## config.mk

```make
export PLATFORM = sky130hd
export DESIGN_NAME = amg_classical_strength_filter
export DESIGN_NICKNAME = d
export VERILOG_FILES = /design/src/design/amgcs_pkg.sv /design/src/design/amg_classical_strength_filter.sv /design/src/design/amgcs_ctrl.sv /design/src/design/amgcs_dp.sv
export VERILOG_INCLUDE_DIRS = /design/src /design/src/design
export SDC_FILE = /design/constraint.sdc
export NUM_CORES = 2
export LEC_CHECK = 0
export ABC_AREA = 1
export BUFFER_PORTS_ARGS = -buffer_cell sky130_fd_sc_hd__buf_2
export CAP_MARGIN = 20
export CORE_MARGIN = 4
export CORE_UTILIZATION = 35
export CTS_CLUSTER_SIZE = 16
export DETAILED_ROUTE_END_ITERATION = 12
export GPL_TIMING_DRIVEN = 0
export PLACE_DENSITY = 0.53
export SYNTH_ARGS = -nofsm -noshare
export SYNTH_HDL_FRONTEND = slang
export SYNTH_SLANG_ARGS = --single-unit
```

## constraint.sdc

```tcl
create_clock -name clk -period 6.8 [get_ports clk]
set_input_delay 0.34 -clock clk [delete_from_list [all_inputs] [get_ports clk]]
set_output_delay 0.34 -clock clk [all_outputs]
set_load 0.01 [all_outputs]
```

## src/design/amg_classical_strength_filter_assert.svh

```systemverilog
// assertion macros used by the strength filter datapath
`ifndef AMG_CLASSICAL_STRENGTH_FILTER_ASSERT_SVH
`define AMG_CLASSICAL_STRENGTH_FILTER_ASSERT_SVH

// same-cycle implication, checked out of reset
`define AMGCS_ASSERT_NOW(lbl, clk, rst_n, ante, cons, msg) \
    lbl: assert property (@(posedge clk) disable iff (!rst_n) (ante) |-> (cons)) \
        else $error(msg);

// next-cycle implication, checked out of reset
`define AMGCS_ASSERT_NEXT(lbl, clk, rst_n, ante, cons, msg) \
    lbl: assert property (@(posedge clk) disable iff (!rst_n) (ante) |=> (cons)) \
        else $error(msg);

`endif

```

## src/design/amgcs_pkg.sv

```systemverilog
// shared constants and control types of the strength filter
package amgcs_pkg;

    localparam int MAX_ROW_ENTRIES = 32;
    localparam int INDEX_BITS      = 20;
    localparam int VAL_W           = 32;
    localparam int VAR_W           = 8;
    localparam int THETA_W         = 16;
    localparam int CNT_W           = $clog2(MAX_ROW_ENTRIES + 1);
    localparam int ADDR_W          = $clog2(MAX_ROW_ENTRIES);
    localparam int PROD_W          = VAL_W + THETA_W + 1;

    localparam int CFG_IDX_W  = 1;
    localparam int CFG_DATA_W = THETA_W;
    localparam logic [CFG_IDX_W-1:0] CFG_THETA    = 1'd0;
    localparam logic [CFG_IDX_W-1:0] CFG_USE_VARS = 1'd1;
    localparam logic [THETA_W-1:0]   THETA_RESET  = 16'd16384;

    // commands from the controller to the datapath
    typedef struct packed {
        logic load;       // item offered to the row buffer, dropped once the buffer is full
        logic scan_rst;   // rewind the buffer scan to the first off-diagonal
        logic ext_scan;   // extreme search pass
        logic mul;        // form the threshold, stage the diagonal
        logic flt_scan;   // filter pass
        logic flush;      // release the held result and clear the row
    } cmd_t;

    typedef struct packed {
        logic scan_done;
    } status_t;

endpackage

```

## src/design/amg_classical_strength_filter.sv

```systemverilog
// strength-of-connection filter for one sparse matrix row: top level
// Entries of a row are taken one per cycle while busy is low (start high, busy low).
// The entry with last_in_row high starts processing: busy then stays high through a scan
// setup, an extreme search pass over the single read port of the row buffer, a threshold
// multiply, a filter pass over the same port and a flush. Kept entries are issued during
// the filter pass, the last one as busy falls, each for one cycle with result_strobe high;
// the receiver cannot stall them. The diagonal (if stored) comes first and last_of_row
// marks the final kept entry. Rows with more than 32 entries drop the extra ones and
// report overflow on every result.
// Configuration must be written through cfg_we/cfg_index/cfg_data only while idle;
// the block itself does not enforce this.
module amg_classical_strength_filter
    import amgcs_pkg::*;
(
    input  logic                    clk,
    input  logic                    rst_n,
    input  logic                    start,
    output logic                    busy,
    input  logic [INDEX_BITS-1:0]   row_index,
    input  logic [INDEX_BITS-1:0]   col_index,
    input  logic signed [VAL_W-1:0] entry_value,
    input  logic [VAR_W-1:0]        row_var,
    input  logic [VAR_W-1:0]        col_var,
    input  logic                    last_in_row,
    input  logic                    cfg_we,
    input  logic [CFG_IDX_W-1:0]    cfg_index,
    input  logic [CFG_DATA_W-1:0]   cfg_data,
    output logic                    result_strobe,
    output logic [INDEX_BITS-1:0]   out_row,
    output logic [INDEX_BITS-1:0]   out_col,
    output logic signed [VAL_W-1:0] out_value,
    output logic                    last_of_row,
    output logic                    overflow
);

    logic [THETA_W-1:0] theta_reg;
    logic               use_vars_reg;
    cmd_t               cmd;
    status_t            status;

    always_ff @(posedge clk or negedge rst_n)
    begin
        if (!rst_n)
        begin
            theta_reg    <= THETA_RESET;
            use_vars_reg <= 1'b0;
        end
        else if (cfg_we)
        begin
            case (cfg_index)
                CFG_THETA:
                begin
                    theta_reg <= cfg_data[THETA_W-1:0];
                end
                CFG_USE_VARS:
                begin
                    use_vars_reg <= cfg_data[0];
                end
                default:
                begin
                    theta_reg <= theta_reg;
                end
            endcase
        end
    end

    amgcs_ctrl u_ctrl (
        .clk         (clk),
        .rst_n       (rst_n),
        .start       (start),
        .last_in_row (last_in_row),
        .status      (status),
        .busy        (busy),
        .cmd         (cmd)
    );

    amgcs_dp u_dp (
        .clk           (clk),
        .rst_n         (rst_n),
        .cmd           (cmd),
        .status        (status),
        .row_index     (row_index),
        .col_index     (col_index),
        .entry_value   (entry_value),
        .row_var       (row_var),
        .col_var       (col_var),
        .theta         (theta_reg),
        .use_variables (use_vars_reg),
        .result_strobe (result_strobe),
        .out_row       (out_row),
        .out_col       (out_col),
        .out_value     (out_value),
        .last_of_row   (last_of_row),
        .overflow      (overflow)
    );

endmodule

```

## src/design/amgcs_ctrl.sv

```systemverilog
// row sequencer: loading, extreme pass, threshold, filter pass, flush
module amgcs_ctrl
    import amgcs_pkg::*;
(
    input  logic    clk,
    input  logic    rst_n,
    input  logic    start,
    input  logic    last_in_row,
    input  status_t status,
    output logic    busy,
    output cmd_t    cmd
);

    localparam logic [2:0] ST_IDLE  = 3'd0;
    localparam logic [2:0] ST_PREP  = 3'd1;
    localparam logic [2:0] ST_EXT   = 3'd2;
    localparam logic [2:0] ST_MUL   = 3'd3;
    localparam logic [2:0] ST_FLT   = 3'd4;
    localparam logic [2:0] ST_FLUSH = 3'd5;

    logic [2:0] state_reg;
    logic [2:0] state_next;

    always_comb
    begin
        state_next = state_reg;
        cmd        = '0;
        case (state_reg)
            ST_IDLE:
            begin
                cmd.load = start;
                if (start && last_in_row)
                begin
                    state_next = ST_PREP;
                end
            end
            ST_PREP:
            begin
                cmd.scan_rst = 1'b1;
                state_next   = ST_EXT;
            end
            ST_EXT:
            begin
                cmd.ext_scan = 1'b1;
                if (status.scan_done)
                begin
                    state_next = ST_MUL;
                end
            end
            ST_MUL:
            begin
                cmd.mul      = 1'b1;
                cmd.scan_rst = 1'b1;
                state_next   = ST_FLT;
            end
            ST_FLT:
            begin
                cmd.flt_scan = 1'b1;
                if (status.scan_done)
                begin
                    state_next = ST_FLUSH;
                end
            end
            ST_FLUSH:
            begin
                cmd.flush  = 1'b1;
                state_next = ST_IDLE;
            end
            default:
            begin
                state_next = ST_IDLE;
            end
        endcase
    end

    always_ff @(posedge clk or negedge rst_n)
    begin
        if (!rst_n)
        begin
            state_reg <= ST_IDLE;
        end
        else
        begin
            state_reg <= state_next;
        end
    end

    assign busy = (state_reg != ST_IDLE);

endmodule

```

## src/design/amgcs_dp.sv

```systemverilog
// row buffer, extreme search, threshold multiply and result staging
module amgcs_dp
    import amgcs_pkg::*;
(
    input  logic                  clk,
    input  logic                  rst_n,
    input  cmd_t                  cmd,
    output status_t               status,
    input  logic [INDEX_BITS-1:0] row_index,
    input  logic [INDEX_BITS-1:0] col_index,
    input  logic signed [VAL_W-1:0] entry_value,
    input  logic [VAR_W-1:0]      row_var,
    input  logic [VAR_W-1:0]      col_var,
    input  logic [THETA_W-1:0]    theta,
    input  logic                  use_variables,
    output logic                  result_strobe,
    output logic [INDEX_BITS-1:0] out_row,
    output logic [INDEX_BITS-1:0] out_col,
    output logic signed [VAL_W-1:0] out_value,
    output logic                  last_of_row,
    output logic                  overflow
);

    `include "amg_classical_strength_filter_assert.svh"

    // row buffer
    logic [INDEX_BITS-1:0] col_mem [MAX_ROW_ENTRIES];
    logic [VAL_W-1:0]      val_mem [MAX_ROW_ENTRIES];
    logic                  flag_mem [MAX_ROW_ENTRIES];

    logic [CNT_W-1:0]      cnt_reg;
    logic [INDEX_BITS-1:0] row_reg;
    logic                  diag_present_reg;
    logic                  diag_neg_reg;
    logic signed [VAL_W-1:0] diag_val_reg;
    logic                  ovf_reg;

    logic [CNT_W-1:0]      rd_idx_reg;
    logic                  rd_vld_reg;
    logic [INDEX_BITS-1:0] rd_col_reg;
    logic signed [VAL_W-1:0] rd_val_reg;
    logic                  rd_flag_reg;

    logic signed [VAL_W-1:0]  ext_reg;
    logic                     ext_vld_reg;
    logic signed [PROD_W-1:0] thr_reg;

    logic [INDEX_BITS-1:0]   pend_col_reg;
    logic signed [VAL_W-1:0] pend_val_reg;
    logic                    pend_vld_reg;

    logic                  strobe_reg;
    logic [INDEX_BITS-1:0] res_col_reg;
    logic signed [VAL_W-1:0] res_val_reg;
    logic                  res_last_reg;
    logic [INDEX_BITS-1:0] res_row_reg;
    logic                  res_ovf_reg;

    logic                     wr_en;
    logic                     issue;
    logic                     cand;
    logic                     ext_better;
    logic                     keep;
    logic signed [PROD_W-1:0] prod;
    logic signed [PROD_W-1:0] v_scaled;

    assign wr_en  = cmd.load && (cnt_reg < CNT_W'(MAX_ROW_ENTRIES));
    assign issue  = (cmd.ext_scan || cmd.flt_scan) && (rd_idx_reg < cnt_reg);
    assign status.scan_done = (rd_idx_reg == cnt_reg) && !rd_vld_reg;

    assign cand       = !(use_variables && !rd_flag_reg);
    assign ext_better = diag_neg_reg ? (rd_val_reg > ext_reg) : (rd_val_reg < ext_reg);
    assign prod       = $signed(ext_reg) * $signed({1'b0, theta});
    assign v_scaled   = {rd_val_reg[VAL_W-1], rd_val_reg, {THETA_W{1'b0}}};
    assign keep       = cand && (diag_neg_reg ? (v_scaled > thr_reg) : (v_scaled < thr_reg));

    // buffer write and registered read
    always_ff @(posedge clk)
    begin
        if (wr_en)
        begin
            col_mem[cnt_reg[ADDR_W-1:0]]  <= col_index;
            val_mem[cnt_reg[ADDR_W-1:0]]  <= entry_value;
            flag_mem[cnt_reg[ADDR_W-1:0]] <= (row_var == col_var);
        end
        if (issue)
        begin
            rd_col_reg  <= col_mem[rd_idx_reg[ADDR_W-1:0]];
            rd_val_reg  <= val_mem[rd_idx_reg[ADDR_W-1:0]];
            rd_flag_reg <= flag_mem[rd_idx_reg[ADDR_W-1:0]];
        end
    end

    // row state
    always_ff @(posedge clk or negedge rst_n)
    begin
        if (!rst_n)
        begin
            cnt_reg          <= '0;
            diag_present_reg <= 1'b0;
            diag_neg_reg     <= 1'b0;
            ovf_reg          <= 1'b0;
        end
        else if (cmd.flush)
        begin
            cnt_reg          <= '0;
            diag_present_reg <= 1'b0;
            diag_neg_reg     <= 1'b0;
            ovf_reg          <= 1'b0;
        end
        else if (cmd.load)
        begin
            if (cnt_reg == '0)
            begin
                diag_present_reg <= (col_index == row_index);
                diag_neg_reg     <= (col_index == row_index) && entry_value[VAL_W-1];
            end
            if (wr_en)
            begin
                cnt_reg <= cnt_reg + CNT_W'(1);
            end
            else
            begin
                ovf_reg <= 1'b1;
            end
        end
    end

    always_ff @(posedge clk)
    begin
        if (cmd.load && (cnt_reg == '0))
        begin
            row_reg      <= row_index;
            diag_val_reg <= entry_value;
        end
    end

    // scan pointer and read pipeline
    always_ff @(posedge clk or negedge rst_n)
    begin
        if (!rst_n)
        begin
            rd_idx_reg  <= '0;
            rd_vld_reg  <= 1'b0;
            ext_vld_reg <= 1'b0;
        end
        else
        begin
            rd_vld_reg <= issue;
            if (cmd.scan_rst)
            begin
                rd_idx_reg <= diag_present_reg ? CNT_W'(1) : CNT_W'(0);
            end
            else if (issue)
            begin
                rd_idx_reg <= rd_idx_reg + CNT_W'(1);
            end
            if (cmd.scan_rst && !cmd.mul)
            begin
                ext_vld_reg <= 1'b0;
            end
            else if (cmd.ext_scan && rd_vld_reg && cand)
            begin
                ext_vld_reg <= 1'b1;
            end
        end
    end

    always_ff @(posedge clk or negedge rst_n)
    begin
        if (!rst_n)
        begin
            ext_reg <= '0;
        end
        else if (cmd.flush)
        begin
            ext_reg <= '0;
        end
        else if (cmd.ext_scan && rd_vld_reg && cand && (!ext_vld_reg || ext_better))
        begin
            ext_reg <= rd_val_reg;
        end
    end

    always_ff @(posedge clk)
    begin
        if (cmd.mul)
        begin
            thr_reg <= prod;
        end
    end

    // one result is held back so the final one can carry last_of_row
    always_ff @(posedge clk or negedge rst_n)
    begin
        if (!rst_n)
        begin
            pend_vld_reg <= 1'b0;
            strobe_reg   <= 1'b0;
            res_last_reg <= 1'b0;
        end
        else
        begin
            strobe_reg <= 1'b0;
            if (cmd.mul)
            begin
                pend_vld_reg <= diag_present_reg;
            end
            else if (cmd.flt_scan && rd_vld_reg && keep)
            begin
                pend_vld_reg <= 1'b1;
                strobe_reg   <= pend_vld_reg;
                res_last_reg <= 1'b0;
            end
            else if (cmd.flush)
            begin
                pend_vld_reg <= 1'b0;
                strobe_reg   <= pend_vld_reg;
                res_last_reg <= 1'b1;
            end
        end
    end

    always_ff @(posedge clk)
    begin
        if (cmd.mul)
        begin
            pend_col_reg <= row_reg;
            pend_val_reg <= diag_val_reg;
        end
        else if (cmd.flt_scan && rd_vld_reg && keep)
        begin
            pend_col_reg <= rd_col_reg;
            pend_val_reg <= rd_val_reg;
        end
        if ((cmd.flt_scan && rd_vld_reg && keep) || cmd.flush)
        begin
            res_col_reg <= pend_col_reg;
            res_val_reg <= pend_val_reg;
            res_row_reg <= row_reg;
            res_ovf_reg <= ovf_reg;
        end
    end

    assign result_strobe = strobe_reg;
    assign out_row       = res_row_reg;
    assign out_col       = res_col_reg;
    assign out_value     = res_val_reg;
    assign last_of_row   = res_last_reg;
    assign overflow      = res_ovf_reg;

    `AMGCS_ASSERT_NOW(a_cnt_bound, clk, rst_n, 1'b1, cnt_reg <= CNT_W'(MAX_ROW_ENTRIES), "row count past buffer depth")
    `AMGCS_ASSERT_NEXT(a_flush_clears, clk, rst_n, cmd.flush, (cnt_reg == '0) && !pend_vld_reg, "row state not cleared after flush")
    `AMGCS_ASSERT_NOW(a_read_in_scan, clk, rst_n, rd_vld_reg, cmd.ext_scan || cmd.flt_scan, "buffer read data outside a scan pass")
    `AMGCS_ASSERT_NOW(a_no_load_in_scan, clk, rst_n, cmd.ext_scan || cmd.flt_scan, !cmd.load, "item loaded during a scan pass")

endmodule
```

==> results.json <==
{
  "muxShareOfSynthArea_pct": 0.170,
  "portBuffers": 185,
  "cp_slowest_stage_delay_ns": 0.63,
  "power_frac_seq_pct": 28.2,
  "endpoint_kind": "register",
  "drv_slew": 0,
  "synth_simple_gate_area_share_pct": 10.0,
  "grtUsageTotal_pct": 24.5,
  "drcViolationCount": 0,
  "multi_input_area_um2": 32400,
  "finalSetupTns_ns": 0,
  "hold_end": "u_dp.col_mem[18][0]$_DFFE_PP_",
  "syn_inst": 8409,
  "cp_max_fo": 10,
  "hold_path_startpoint": "col_index[0]",
  "clockBufferDepth": 4,
  "hold_slack_ns": 0.0555,
  "synth-main-ff-cell": "edfxtp_1",
  "clockRootBuffer": "clkbuf_16",
  "layout.cells.non_filler": 12900,
  "worst_r2r_path_depth": 20,
  "fill_cells": 26700,
  "worstMarginPinSlew_ns": 1.27,
  "drt-vias-per-instance": 5.40,
  "wl_per_cell_um": 28.4,
  "fmax_mhz": 149,
  "synth_top_area_share_pct": 59.7,
  "power_mw": 57.0,
  "rr_endpoint": "u_dp.thr_reg[43]$_DFFE_PP_",
  "critPathRequiredTime_ns": 7.34,
  "syn_area_um2": 99300,
  "maxCapViolCount": 0,
  "die-area_um2": 292000,
  "area_delta_synth_final_pct": 15.6,
  "peakVddDrop_mv": 0.386,
  "clock_latency_ns": 0.90,
  "place_congestion": 0.918,
  "cpMostUsedCell": "fa_1",
  "num_vias": 69700,
  "status": "finished, final reports clean",
  "placed_cells": 12400,
  "finalSetupViolations": 0,
  "syn_avg_cell_area_um2": 11.8,
  "rows": 195,
  "ys_types": 54,
  "post-dp-hpwl_um": 270000,
  "htree_levels": 4,
  "grt-ovfl-total": 0,
  "synth-compound-area-share_pct": 9.21,
  "fin_worst_skew_ns": 0.0918,
  "path_cells": "clkbuf_4 -> nand2_1 -> fa_2 -> buf_4 -> fa_1 -> inv_1 -> fa_1 -> fa_1 -> fa_1 -> inv_1 -> fa_1 -> inv_1 -> ha_1 -> nand2_1 -> nor2_1 -> inv_1 -> nor4_4 -> nand3_1 -> o211ai_1 -> xor2_1",
  "regArea_um2": 61100,
  "leakage_nw": 43.2,
  "slowest_stage": "o211ai_1",
  "synth_xor_area_share_pct": 0.556,
  "cts_tree": "done",
  "drt_wl_total_um": 367000,
  "fin_util_pct": 40.7,
  "maxSlewHeadroom_pct": 15.6,
  "finalInstanceArea_um2": 115000,
  "synth_top_family_by_area": "adder cells",
  "syn_nets": 9201,
  "power_switching_share_pct": 46.0,
  "reg2reg_slack_ns": 0.11,
  "cp.depth": 20,
  "cts_sinks": 2047,
  "synth-edff-count": 1975,
  "period_minus_slack_ns": 6.69,
  "power.share.clock_pct": 19.8,
  "regToRegStartpoint": "theta_reg[4]$_DFFE_PN0P_",
  "hold_viol": 0,
  "preCtsSetupSlack_ns": -1.18,
  "die_h_um": 541,
  "final_antenna_net_count": 0,
  "grt_pass1_wl_um": 513000,
  "ioPinCount": 186,
  "yosysTopAreaCell": "edfxtp_1",
  "power.internal_mw": 30.8,
  "p_switching_mw": 26.3,
  "combinationalPowerShare_pct": 52.0,
  "drt-initial-drc-count": 7978,
  "yosysSeqAreaShare_pct": 61.5,
  "hold_depth": 1,
  "final_nets": 9766,
  "ys_ff_latch": 2047,
  "path_delay_family": "adder cells",
  "grt_max_degree": 58,
  "die_x_um": 541,
  "synth_warnings": 0,
  "largest_reg_flops": 1024,
  "coreArea_um2": 282000,
  "hp-class": "primary input to register",
  "initial_core_util_pct": 35.2,
  "synth.top_cells.by_area": "edfxtp_1 (60%), fa_1 (9.9%), o21ai_0 (4.5%)",
  "dr.pass1.iters": 6,
  "crit_arrival_ns": 7.23,
  "rsz0062_at_grt": "yes",
  "cts_buffers": 213,
  "drive_above_1_share_pct": 10.5,
  "power.density_nw_per_um2": 497,
  "grt_pass1_vias": 69500,
  "fin_crit_sh_pct": 98.4,
  "crit_type": "register to register",
  "cts.clk_slew.worst_paths_ns": 0.06,
  "synth-adder-area-share_pct": 12.3,
  "async_reset_ff_share_pct": 3.52,
  "worst_slack_ns": 0.108,
  "start_kind": "register",
  "place_area_um2": 107000,
  "antenna_found_initial": 35,
  "path_buf_inv": 6
}
-- cells in the mapped netlist (7+ instances only) --
master    count
buf_1        10
fa_1        489
nor2_1      987
a21oi_1     101
xnor2_1      31
mux2_2       15
nand3_1     179
o21ai_1      65
clkbuf_1    353
a31oi_1      12
o211ai_1     62
o21ai_0     896
nor4_1       12
nor3_1       22
nand3_2      32
o22ai_1     269
xor2_1       32
nand4_1      64
dfrtp_1      71
o221ai_1    156
nand2_1    1141
o21a_1        7
buf_2        99
edfxtp_1   1975
inv_1      1043
buf_4        35
ha_1        193
-- worst max path at each step --
stage | from | endpoint | slack [ns]
2_1_floorplan | u_dp.ext_reg[31]$_DFFE_PN0P_ | u_dp.thr_reg[43]$_DFFE_PP_ | 0.89
3_3_place_gp | u_ctrl.state_reg[1]$_DFFE_PN0P_ | u_dp.col_mem[15][13]$_DFFE_PP_ | -5.05
3_5_place_dp | u_dp.ext_reg[31]$_DFFE_PN0P_ | u_dp.thr_reg[43]$_DFFE_PP_ | -1.18
4_1_cts | theta_reg[5]$_DFFE_PN0P_ | u_dp.thr_reg[43]$_DFFE_PP_ | 0.003
5_1_grt | u_dp.ext_reg[3]$_DFFE_PN0P_ | u_dp.thr_reg[37]$_DFFE_PP_ | -0.03
6_report | theta_reg[4]$_DFFE_PN0P_ | u_dp.thr_reg[43]$_DFFE_PP_ | 0.11
-- cell families (layout without fill, tap and decap cells) --
group | after synthesis | in the layout
compound gates | 1591 | 1591
other cells | 0 | 22
xor+xnor | 63 | 63
buf+inv | 1553 | 2286
simple gates | 2458 | 2458
flops | 2047 | 2047
fa+ha+maj | 682 | 682
mux | 15 | 15
-- layout make-up --
type | instances | share of cell area, %
Buffer | 489 | 2.04
Clock inverter | 127 | 0.881
Tap cell | 3743 | 4.08
Timing Repair Buffer | 365 | 3.23
Inverter | 1049 | 3.43
Multi-Input combinational cell | 4809 | 28.2
Antenna cell | 22 | 0.0480
Sequential cell | 2047 | 53.3
Clock buffer | 256 | 4.81
-- power by group through the flow --
stage	combinational [mW]	sequential (mW)	clock (mW)
CTS	29.5	16.1	11.4
detailed placement	28.9	16.3	0
global route	32.6	16.1	11.9
finish	29.7	16.1	11.3
floorplan	17.6	16.0	0
global placement	29.0	16.4	0
-- cell usage in the layout, fill, tap and decap left out, types with 53 or more instances in the layout --
| cell type | instances |
|---|---|
| o211ai_1 | 62 |
| buf_4 | 53 |
| edfxtp_1 | 1975 |
| buf_12 | 64 |
| ha_1 | 192 |
| o21ai_0 | 893 |
| clkbuf_16 | 213 |
| nand2_1 | 1139 |
| o221ai_1 | 156 |
| buf_2 | 292 |
| o21ai_1 | 67 |
| clkbuf_1 | 297 |
| nand3_1 | 179 |
| o22ai_1 | 269 |
| inv_1 | 1040 |
| nor2_1 | 955 |
| dfrtp_1 | 59 |
| a21oi_1 | 97 |
| dlygate4sd3_1 | 58 |
| nand4_1 | 64 |
| fa_1 | 488 |
-- layer usage --
metal	vias up	routed length [um]	GRT usage, %
li1	30000	-	-
met1	35500	142000	31.2
met2	3380	175000	40.7
met3	697	32200	4.79
met4	28	17000	10.5
met5	-	175	0
-- timing repair --
item | CTS | global route
pin swaps | 3 | 3
setup endpoints to repair | 31 | 17
buffers inserted | 1 | 8
resized for setup | 94 | 83
hold buffers | 58 | 0
hold endpoints to repair | 387 | 0
No activity file was read; power rests on OpenSTA's default activity.
